--- src/rtl/core/i2c_bit_level_master_macros.svh ---
// Assertion macros for the I2C bit-level master.
// Used by i2c_bit_level_master.sv; expects clk_i and rst_ni in scope.
`ifndef I2C_BIT_LEVEL_MASTER_MACROS_SVH
`define I2C_BIT_LEVEL_MASTER_MACROS_SVH

// Same-cycle implication, checked out of reset.
`define I2CBLM_ASSERT(label, pre, post, msg) \
  label: assert property (@(posedge clk_i) disable iff (!rst_ni) (pre) |-> (post)) \
    else $error(msg);

// Next-cycle implication, checked out of reset.
`define I2CBLM_ASSERT_NEXT(label, pre, post, msg) \
  label: assert property (@(posedge clk_i) disable iff (!rst_ni) (pre) |=> (post)) \
    else $error(msg);

`endif

--- src/rtl/core/i2cblm_pkg.sv ---
// Package for the I2C bit-level master: command codes, register indexes,
// reset values and the input and result item structs. No dependencies.
package i2cblm_pkg;

  // Bus commands
  typedef enum logic [2:0] {
    CMD_NONE     = 3'd0,
    CMD_START    = 3'd1,
    CMD_STOP     = 3'd2,
    CMD_WRITE    = 3'd3,
    CMD_WAIT_ACK = 3'd4,
    CMD_READ     = 3'd5,
    CMD_ACK      = 3'd6,
    CMD_NACK     = 3'd7
  } cmd_e;

  // Configuration register indexes
  localparam int unsigned CfgIdxW = 2;
  localparam logic [CfgIdxW-1:0] CFG_WAIT_TICKS  = 2'd0;
  localparam logic [CfgIdxW-1:0] CFG_ACK_TIMEOUT = 2'd1;

  localparam int unsigned WaitW = 16;
  localparam int unsigned PollW = 18;
  localparam int unsigned CfgDataW = 18;

  localparam logic [WaitW-1:0] WAIT_TICKS_RST  = 16'd40;
  localparam logic [PollW-1:0] ACK_TIMEOUT_RST = 18'd120000;

  typedef struct packed {
    cmd_e       command;
    logic [7:0] write_data;
    logic       sda_in;
  } in_item_t;

  typedef struct packed {
    logic       scl_level;
    logic       sda_level;
    logic       sda_drive;
    logic       ready_res;
    logic [7:0] read_data;
    logic       read_valid;
    logic       ack_valid;
    logic       ack_seen;
  } out_item_t;

endpackage

--- src/rtl/core/i2c_bit_level_master.sv ---
// I2C bit-level master: one tick item in, one pin/status item out.
// The result of an item is in the output register in the cycle after it is accepted.
// Throughput: one item per cycle while no result is held stalled; the phase sequencer advances once per accepted item.
// Input stall follows output stall only while a result is still held.
// Reset: idle, SCL/SDA high and driven, wait 40 ticks, ack timeout 120000, no result held.
// Depends on i2cblm_pkg and i2c_bit_level_master_macros.svh.
module i2c_bit_level_master (
  input  logic                              clk_i,
  input  logic                              rst_ni,
  // tick items
  input  logic                              in_valid_i,
  output logic                              in_stall_o,
  input  i2cblm_pkg::in_item_t              in_item_i,
  // result items
  output logic                              out_valid_o,
  input  logic                              out_stall_i,
  output i2cblm_pkg::out_item_t             out_item_o,
  // configuration writes
  input  logic                              cfg_valid_i,
  output logic                              cfg_ready_o,
  input  logic [i2cblm_pkg::CfgIdxW-1:0]    cfg_index_i,
  input  logic [i2cblm_pkg::CfgDataW-1:0]   cfg_data_i
);

  typedef enum logic [4:0] {
    PH_IDLE, PH_ST_A, PH_ST_B, PH_ST_C,
    PH_SP_A, PH_SP_B, PH_SP_C, PH_SP_D,
    PH_WA_A, PH_WA_POLL, PH_WA_C, PH_WA_D,
    PH_WR_PRE, PH_WR_LOW, PH_WR_DATA, PH_WR_HIGH, PH_WR_END,
    PH_RD_PRE, PH_RD_LOW, PH_RD_HIGH,
    PH_AK_A, PH_AK_B, PH_AK_C, PH_AK_D, PH_AK_E
  } phase_e;

  localparam int unsigned WaitW = i2cblm_pkg::WaitW;
  localparam int unsigned PollW = i2cblm_pkg::PollW;

  // state
  phase_e                 phase_q, phase_d;
  i2cblm_pkg::cmd_e       cmd_q, cmd_d;
  logic [3:0]             bit_q, bit_d;
  logic [7:0]             shift_q, shift_d;
  logic [WaitW-1:0]       wait_q, wait_d;
  logic [PollW-1:0]       poll_q, poll_d;
  logic                   scl_q, scl_d;
  logic                   sda_q, sda_d;
  logic                   drive_q, drive_d;
  logic [7:0]             rbyte_q, rbyte_d;
  logic                   ack_q, ack_d;
  logic                   pulse_read, pulse_ack;
  // configuration
  logic [WaitW-1:0]       wait_ticks_q;
  logic [PollW-1:0]       ack_timeout_q;
  // result register
  logic                   out_valid_q, out_valid_d;
  i2cblm_pkg::out_item_t  out_q, out_d;

  logic                   accept;
  logic [WaitW-1:0]       half_ticks;
  logic [WaitW-1:0]       full_m1, half_m1;
  logic [3:0]             bit_inc;
  logic [7:0]             shift_rd;

  assign in_stall_o  = out_valid_q && out_stall_i;
  assign accept      = in_valid_i && !in_stall_o;
  assign cfg_ready_o = 1'b1;
  assign out_valid_o = out_valid_q;
  assign out_item_o  = out_q;

  // phase reload values, clamped to at least one tick
  assign half_ticks = wait_ticks_q >> 1;
  assign full_m1    = (wait_ticks_q == '0) ? '0 : wait_ticks_q - 1'b1;
  assign half_m1    = (half_ticks == '0) ? '0 : half_ticks - 1'b1;
  assign bit_inc    = bit_q + 4'd1;
  assign shift_rd   = {shift_q[6:0], in_item_i.sda_in};

  // next state for one tick
  always_comb begin
    phase_d    = phase_q;
    cmd_d      = cmd_q;
    bit_d      = bit_q;
    shift_d    = shift_q;
    wait_d     = wait_q;
    poll_d     = poll_q;
    scl_d      = scl_q;
    sda_d      = sda_q;
    drive_d    = drive_q;
    rbyte_d    = rbyte_q;
    ack_d      = ack_q;
    pulse_read = 1'b0;
    pulse_ack  = 1'b0;

    if (phase_q == PH_IDLE) begin
      // new command
      if (in_item_i.command != i2cblm_pkg::CMD_NONE) begin
        cmd_d = in_item_i.command;
        case (in_item_i.command)
          i2cblm_pkg::CMD_START: begin
            drive_d = 1'b1; sda_d = 1'b1; scl_d = 1'b1;
            phase_d = PH_ST_A; wait_d = full_m1;
          end
          i2cblm_pkg::CMD_STOP: begin
            drive_d = 1'b1; scl_d = 1'b0;
            phase_d = PH_SP_A; wait_d = full_m1;
          end
          i2cblm_pkg::CMD_WRITE: begin
            drive_d = 1'b1; shift_d = in_item_i.write_data;
            phase_d = PH_WR_PRE; wait_d = half_m1;
          end
          i2cblm_pkg::CMD_WAIT_ACK: begin
            drive_d = 1'b0; scl_d = 1'b0; sda_d = 1'b1;
            phase_d = PH_WA_A; wait_d = full_m1;
          end
          i2cblm_pkg::CMD_READ: begin
            drive_d = 1'b0; sda_d = 1'b1;
            phase_d = PH_RD_PRE; wait_d = half_m1;
          end
          i2cblm_pkg::CMD_ACK, i2cblm_pkg::CMD_NACK: begin
            scl_d = 1'b0;
            phase_d = PH_AK_A; wait_d = full_m1;
          end
          default: ;
        endcase
      end
    end else if (phase_q == PH_WA_POLL) begin
      // acknowledge polling
      if (!in_item_i.sda_in) begin
        ack_d = 1'b1; phase_d = PH_WA_C; wait_d = full_m1;
      end else if (poll_q >= ack_timeout_q) begin
        ack_d = 1'b0; phase_d = PH_WA_C; wait_d = full_m1;
      end else begin
        poll_d = poll_q + 1'b1;
      end
    end else if (wait_q != '0) begin
      wait_d = wait_q - 1'b1;
    end else begin
      // phase done: step to the next one
      wait_d = full_m1;
      case (phase_q)
        PH_ST_A:  begin sda_d = 1'b0; phase_d = PH_ST_B; end
        PH_ST_B:  begin sda_d = 1'b0; phase_d = PH_ST_C; end
        PH_SP_A:  begin sda_d = 1'b0; phase_d = PH_SP_B; end
        PH_SP_B:  begin scl_d = 1'b1; phase_d = PH_SP_C; end
        PH_SP_C:  begin sda_d = 1'b1; phase_d = PH_SP_D; end
        PH_WA_A: begin
          scl_d = 1'b1; poll_d = '0; phase_d = PH_WA_POLL; wait_d = '0;
        end
        PH_WA_C:  begin scl_d = 1'b0; phase_d = PH_WA_D; end
        PH_WA_D: begin
          phase_d = PH_IDLE; wait_d = '0; pulse_ack = 1'b1;
        end
        PH_WR_PRE: begin scl_d = 1'b0; bit_d = '0; phase_d = PH_WR_LOW; end
        PH_WR_LOW: begin sda_d = shift_q[7]; phase_d = PH_WR_DATA; end
        PH_WR_DATA: begin scl_d = 1'b1; phase_d = PH_WR_HIGH; end
        PH_WR_HIGH: begin
          shift_d = {shift_q[6:0], 1'b0};
          bit_d   = bit_inc;
          scl_d   = 1'b0;
          phase_d = (bit_inc >= 4'd8) ? PH_WR_END : PH_WR_LOW;
        end
        PH_RD_PRE: begin scl_d = 1'b0; bit_d = '0; phase_d = PH_RD_LOW; end
        PH_RD_LOW: begin scl_d = 1'b1; phase_d = PH_RD_HIGH; end
        PH_RD_HIGH: begin
          shift_d = shift_rd;
          bit_d   = bit_inc;
          if (bit_inc >= 4'd8) begin
            rbyte_d = shift_rd; pulse_read = 1'b1;
            phase_d = PH_IDLE; wait_d = '0;
          end else begin
            scl_d = 1'b0; phase_d = PH_RD_LOW;
          end
        end
        PH_AK_A: begin drive_d = 1'b1; phase_d = PH_AK_B; end
        PH_AK_B: begin
          sda_d   = (cmd_q == i2cblm_pkg::CMD_NACK);
          phase_d = PH_AK_C;
        end
        PH_AK_C: begin scl_d = 1'b1; phase_d = PH_AK_D; end
        PH_AK_D: begin
          scl_d   = 1'b0; phase_d = PH_AK_E;
          // ack holds its low phase for half a unit, nack for a full one
          wait_d  = (cmd_q != i2cblm_pkg::CMD_NACK) ? half_m1 : full_m1;
        end
        default: begin phase_d = PH_IDLE; wait_d = '0; end
      endcase
    end
  end

  // result item for this tick
  always_comb begin
    out_d.scl_level  = scl_d;
    out_d.sda_level  = sda_d;
    out_d.sda_drive  = drive_d;
    out_d.ready_res  = (phase_d == PH_IDLE);
    out_d.read_data  = rbyte_d;
    out_d.read_valid = pulse_read;
    out_d.ack_valid  = pulse_ack;
    out_d.ack_seen   = ack_d;
  end

  assign out_valid_d = accept ? 1'b1 : (out_valid_q && out_stall_i);

  // state, configuration and result registers
  always_ff @(posedge clk_i or negedge rst_ni) begin
    if (!rst_ni) begin
      phase_q       <= PH_IDLE;
      cmd_q         <= i2cblm_pkg::CMD_NONE;
      bit_q         <= '0;
      shift_q       <= '0;
      wait_q        <= '0;
      poll_q        <= '0;
      scl_q         <= 1'b1;
      sda_q         <= 1'b1;
      drive_q       <= 1'b1;
      rbyte_q       <= '0;
      ack_q         <= 1'b0;
      wait_ticks_q  <= i2cblm_pkg::WAIT_TICKS_RST;
      ack_timeout_q <= i2cblm_pkg::ACK_TIMEOUT_RST;
      out_valid_q   <= 1'b0;
      out_q         <= '0;
    end else begin
      if (accept) begin
        phase_q <= phase_d;
        cmd_q   <= cmd_d;
        bit_q   <= bit_d;
        shift_q <= shift_d;
        wait_q  <= wait_d;
        poll_q  <= poll_d;
        scl_q   <= scl_d;
        sda_q   <= sda_d;
        drive_q <= drive_d;
        rbyte_q <= rbyte_d;
        ack_q   <= ack_d;
        out_q   <= out_d;
      end
      out_valid_q <= out_valid_d;
      if (cfg_valid_i && cfg_ready_o) begin
        if (cfg_index_i == i2cblm_pkg::CFG_WAIT_TICKS) begin
          wait_ticks_q <= cfg_data_i[WaitW-1:0];
        end else if (cfg_index_i == i2cblm_pkg::CFG_ACK_TIMEOUT) begin
          ack_timeout_q <= cfg_data_i[PollW-1:0];
        end
      end
    end
  end

  // checks
`include "i2c_bit_level_master_macros.svh"

  `I2CBLM_ASSERT(a_ready_matches_phase, out_valid_q, out_q.ready_res == (phase_q == PH_IDLE), "ready flag disagrees with phase")
  `I2CBLM_ASSERT(a_pulse_ends_command, out_valid_q && (out_q.read_valid || out_q.ack_valid), out_q.ready_res && !(out_q.read_valid && out_q.ack_valid), "completion pulse without return to idle")
  `I2CBLM_ASSERT(a_poll_pins, phase_q == PH_WA_POLL, scl_q && !drive_q, "ack poll with SCL low or SDA driven")
  `I2CBLM_ASSERT_NEXT(a_stall_holds_state, out_valid_q && out_stall_i, $stable(phase_q) && $stable(wait_q), "sequencer moved while result stalled")

endmodule

--- config.mk ---
export PLATFORM = sky130hd
export DESIGN_NAME = i2c_bit_level_master
export DESIGN_NICKNAME = d
export VERILOG_FILES = /design/src/rtl/core/i2cblm_pkg.sv /design/src/rtl/core/i2c_bit_level_master.sv
export VERILOG_INCLUDE_DIRS = /design/src /design/src/rtl/core
export SDC_FILE = /design/constraint.sdc
export NUM_CORES = 1
export LEC_CHECK = 0
export ABC_AREA = 0
export BUFFER_PORTS_ARGS = -buffer_cell sky130_fd_sc_hd__buf_2
export CORE_UTILIZATION = 66
export CTS_CLUSTER_DIAMETER = 30
export DETAILED_ROUTE_END_ITERATION = 10
export PLACE_DENSITY = 0.86
export SYNTH_ARGS = -nofsm -noshare
export SYNTH_HDL_FRONTEND = slang
export SYNTH_SLANG_ARGS = --single-unit
export TNS_END_PERCENT = 20
--- constraint.sdc ---
create_clock -name clk_i -period 4.5 [get_ports clk_i]
set_clock_uncertainty 0.05 [all_clocks]
set_input_delay 0.225 -clock clk_i [delete_from_list [all_inputs] [get_ports clk_i]]
set_output_delay 0.225 -clock clk_i [all_outputs]
set_load 0.02 [all_outputs]
# == After elaboration in Yosys (flattened, before gate mapping) ==
# Cells that the tools add are included.
# classes
muxes,70
n_addsub,5
n_eq_ne,40
bitwise_logic,4
order_cmp,2
n_reduce_logical,35
# ops
cell,n
two-way mux 16 bit,10
two-way mux 18 bit,5
case mux 5 bit (18 select lines),1
two-way mux 8 bit,10
case mux 16 bit (3 select lines),1
"equality test 5 x 4 -> 1 bit, second input constant",8
two-way mux 5 bit,8
"equality test 5 bit, second input constant",7
zero test 16 bit,2
case mux 16 bit (2 select lines),1
"subtractor 16 x 1 -> 16 bit, second input constant",2
case mux 5 bit (6 select lines),1
two-way mux 1 bit,27
"adder 18 x 1 -> 18 bit, second input constant",1
greater-or-equal comparator 18 bit,1
AND reduction 6 bit,3
case mux 8 bit (2 select lines),1
nonzero test 16 bit,1
"subtractor 15 x 1 -> 16 bit, second input constant",1
"equality test 3 bit, second input constant",5
"equality test 5 x 3 -> 1 bit, second input constant",3
OR reduction 15 bit,1
OR reduction 5 bit,3
zero test 5 bit,2
28 further kinds,51
# word_totals
elab_cells,176
ff_bits,107

# == Logic depth before layout (Yosys ltp) ==
# logic_depth
depth_word,8
depth_mapped,11
depth_no_buf,9

# == Worst setup path after synthesis ==
# Ideal clock, no wire load.
# synth_timing
kind,flip-flop to flip-flop
start,register ack_timeout_q[7]
end,register poll_q[7]
setup_time_ps,77
setup_slack_ps,1511
stages_incl_launch_ff,11
arrival_ps,2862
synth_period_minus_slack_ps,2989
cell_sequence,dfstp_2 -> inv_1 -> ha_1 -> a211oi_1 -> nor2_1 -> or3_1 -> or4b_4 -> buf_6 -> a21o_1 -> or4_1 -> a21oi_1
# synth_via
elab_chain_len,3
# synth_rtl
item,line_no,rtl
"start, declared",i2c_bit_level_master.sv:52,logic [PollW-1:0] ack_timeout_q;
"start signal, assigned",i2c_bit_level_master.sv:217,ack_timeout_q <= i2cblm_pkg::ACK_TIMEOUT_RST;
"start signal, assigned",i2c_bit_level_master.sv:240,ack_timeout_q <= cfg_data_i[PollW-1:0];
greater-or-equal comparator 18 bit,i2c_bit_level_master.sv:128,end else if (poll_q >= ack_timeout_q) begin
inequality test 2 bit (no line),-,
AND reduction 6 bit (no line),-,
"end signal, assigned",i2c_bit_level_master.sv:227,poll_q <= poll_d;
"end, declared",i2c_bit_level_master.sv:43,"logic [PollW-1:0] poll_q, poll_d;"
# Every way passes these cells.
# A chain may end at the register's enable or synchronous reset.

# == Worst setup path in the final report ==
# layout_timing
start,register phase_q[0]
end,register wait_q[14]
# layout_via
elab_chain_len,6
# layout_rtl
item,line_no,rtl
"start, declared",i2c_bit_level_master.sv:38,"phase_e phase_q, phase_d;"
"start signal, assigned",i2c_bit_level_master.sv:222,phase_q <= phase_d;
"equality test 5 bit, or another cell as far along",i2c_bit_level_master.sv:138,case (phase_q)
OR reduction 15 bit (no line),-,
case mux 16 bit (3 select lines),i2c_bit_level_master.sv:138,
two-way mux 16 bit,i2c_bit_level_master.sv:133,end else if (wait_q != '0) begin
two-way mux 16 bit,i2c_bit_level_master.sv:124,end else if (phase_q == PH_WA_POLL) begin
two-way mux 16 bit,i2c_bit_level_master.sv:92,if (phase_q == PH_IDLE) begin
"end signal, assigned",i2c_bit_level_master.sv:226,wait_q <= wait_d;
"end, declared",i2c_bit_level_master.sv:42,"logic [WaitW-1:0] wait_q, wait_d;"
# Several ways; a longest one is shown, not always the timed one.

==> metrics.md <==
| Metric | Value |
|---|---|
| PostCTS Resize Cnt | `0` |
| Initial antenna violation count | `0` |
| Drt first pass iters | `5` |
| FP Rows | `38` |
| Place WS | `1.20 ns` |
| RSZ-0062 raised after global routing | `false` |
| I/O pins | `55` |
| Filler cell count | `816` |
| RR Endpoint | `wait_q[14]` |
| Multi-input logic area | `4300 sq um` |
| Maxcap violations | `0` |
| Yosys reg bits | `107` |
| Clock Sinks | `107` |
| HPWL after detailed placement | `14700 microns` |
| DR vias | `6769` |
| Area delta synth->final | `7.13%` |
| N_diodes | `0` |
| Final setup fails | `0` |
| Vias in the first global route | `6360` |
| Syn avg cell area | `8.83 sq um` |
| Share of cells above drive strength 1 | `0.185` |
| Worst setup SP type | `flop` |
| Die X | `108 microns` |
| Outcome | `finished, final reports clean` |
| Unique masters post-synth | `72` |
| Slew @ Worst Pin | `0.958 ns` |
| Worst setup margin | `1.10 ns` |
| Synthesized Nets | `896` |
| Crit-path cells | `or4_1 > or2_0 > o21ai_1 > o21ai_0 > a311o_1 > mux2_2` |
| Synth Instances | `834` |
| CP max stage delay | `0.76 ns` |
| Top Family by Delay on Critical Path | `compound AO/OA/AOI/OAI gates` |
| Worst relative slew slack | `0.359` |
| Critical path endpoint category | `flop` |
| Seq/Total Area, Yosys | `0.365` |
| Placeable Area | `10800 sq um` |
| Flop-to-flop setup slack | `1.10 ns` |
| Crit Path Max Fanout | `26` |
| Most common flop cell mapped by yosys | `dfrtp_1` |
| Hold Path Cell Cnt | `3` |
| Max Buffers Root-to-Sink | `2` |
| Pins Over Slew Limit | `0` |
| Setup TNS | `0 ns` |
| Starting Density | `0.680` |
| GRT Residual Overflow | `0` |
| H-tree depth | `3` |
| Worst EP required | `4.74 ns` |
| WL final | `19800 microns` |
| Hold_sp | `cfg_data_i[1]` |
| RR Startpoint | `phase_q[0]` |
| Dominant cells by area after synthesis | `dfrtp_1 32%, mux2_2 7.3%, dfstp_2 4.3%` |
| Antenna Nets Post-Route | `0` |
| Worst hold path class | `primary input to flop` |
| DR WL/cell | `19.6 microns` |
| Global placement routability congestion | `0.976` |
| First-pass GRT wire length | `32300 microns` |
| FF/Latch Area | `2690 sq um` |
| Minimum clock period | `3.40 ns` |
| Die Area | `11600 sq um` |
| Skew-Pair Late Insertion Delay | `0.40 ns` |
| Via/cell ratio | `6.71` |
| Tot GR Track Use | `0.363` |
| Area of the mapped netlist | `7370 sq um` |
| Worst R2R Path Depth | `6` |
| Max Fclk | `0.294 GHz` |
| Starting DRT DRC Count | `762` |
| Nets | `926` |
| Number of port buffers | `53` |
| Post-synth EDFFs | `0` |
| Die H | `108 microns` |
| Largest net degree at the start of global routing | `63` |
| CTS clk-pin slew, worst paths | `0.10 ns` |
| Post-synth ARST share | `1.00` |
| Final hold vios | `0` |
| Warnings from Yosys | `0` |
| Pwr Density | `492 nW/um^2` |
| Critical path type | `flop to flop` |
| Yosys top cell by area | `dfrtp_1` |
| Period utilization | `0.757` |
| Layout Utilization | `0.728` |
| CP bufs+invs | `0` |
| Hold endpoint | `wait_ticks_q[1]` |
| Yosys top cell area share | `0.323` |
| Drt drc | `0` |
| Root buffer cell | `clkbuf_8` |
| TritonCTS buffer count | `9` |
| Final Power | `3880 uW` |
| Worst path slowest cell | `o21ai_1` |
| Leak | `0.00337 uW` |
| TritonCTS clock tree | `built` |
| Data arrival, critical path | `3.65 ns` |
| Worst VDD drop | `0.363 mV` |
-- registers in the layout (all words and copies together) (netlist names), 3 cells and up --
signal         flops
wait_q            16
wait_ticks_q      16
poll_q            18
bit_q              4
cmd_q              3
out_item_o        15
ack_timeout_q     18
phase_q            5
shift_q            8
-- cells by family after synthesis --
group,synth area share
AOI/OAI and AO/OA,0.185
xor gates and xnor gates,0.0547
adders and majority gates,0.0425
buffers and inverters,0.0511
DFF,0.365
muxes,0.0829
other,0.000509
and+or+nand+nor,0.218
-- synthesized netlist by cell type, types with 25 or more instances --
cell,n
xnor2_1,25
nor3_1,25
nand3_1,32
clkbuf_1,34
dfrtp_1,95
nand2_1,82
nor2_1,61
o21ai_0,37
a21oi_1,44
mux2_2,48
ha_1,25
inv_1,33
-- metal layers --
layer / up-vias / wire [microns] / track usage
li1: 3113 / - / -
met1: 3240 / 8140 / 0.477
met2: 363 / 9320 / 0.578
met3: 53 / 1810 / 0.0938
met4: 0 / 544 / 0.126
met5: - / 0 / 0
-- where the power goes --
| group | total, uW | internal (uW) | switching, uW |
|---|---|---|---|
| sequential | 1510 | 1200 | 315 |
| combinational | 1830 | 767 | 1060 |
| clock | 542 | 204 | 338 |
| total | 3880 | 2170 | 1710 |
-- layout by cell type, fill, tap and decap left out, drive strengths merged, types with 21 or more instances in the layout --
cell type,n
a21oi,44
buf,70
dfrtp,95
ha,25
inv,35
mux2,48
nand2,82
nand3,32
nor2,61
nor3,26
o21ai,38
xnor2,25
xor2,21
-- through the flow --
| stage | cells | hold slack, ns | cell area [sq um] |
|---|---|---|---|
| final | 1009 | 0.0108 | 7890 |
| after global routing | 1009 | 0.00312 | 7890 |
| after CTS | 1008 | 0.0100 | 7880 |
| after detailed placement | 989 | 0.288 | 7690 |
| after global placement | 989 | 0.276 | 7690 |
| after floorplan | 834 | -0.121 | 7370 |
-- tightest hold or removal path, stage by stage --
cell     delay, ns
buf_2         0.09
nand2_1       0.04
o21ai_0       0.07
-- timing repair --
item,in CTS,in global routing
hold endpoints to repair,54,1
setup endpoints to repair,0,0
buffers inserted,0,0
hold buffers,3,1
-- how the worst max path moves through the flow --
stage	to	cells past startpoint	startpoint
finish	wait_q[14]	6	phase_q[0]
global placement	wait_q[14]	6	phase_q[3]
global route	wait_q[14]	6	phase_q[0]
floorplan	poll_q[7]	10	ack_timeout_q[7]
CTS	wait_q[14]	6	phase_q[0]
detailed placement	wait_q[14]	6	phase_q[0]
-- area by class of cell --
type                    count  share of cell area
clock buffers              12              0.0171
well taps                 140              0.0222
repair buffers             74              0.0552
multi-input cells         639               0.545
clock inverters             4             0.00349
inverters                  33              0.0157
flip-flops and latches    107               0.341
(Power assumes the default switching activity.)
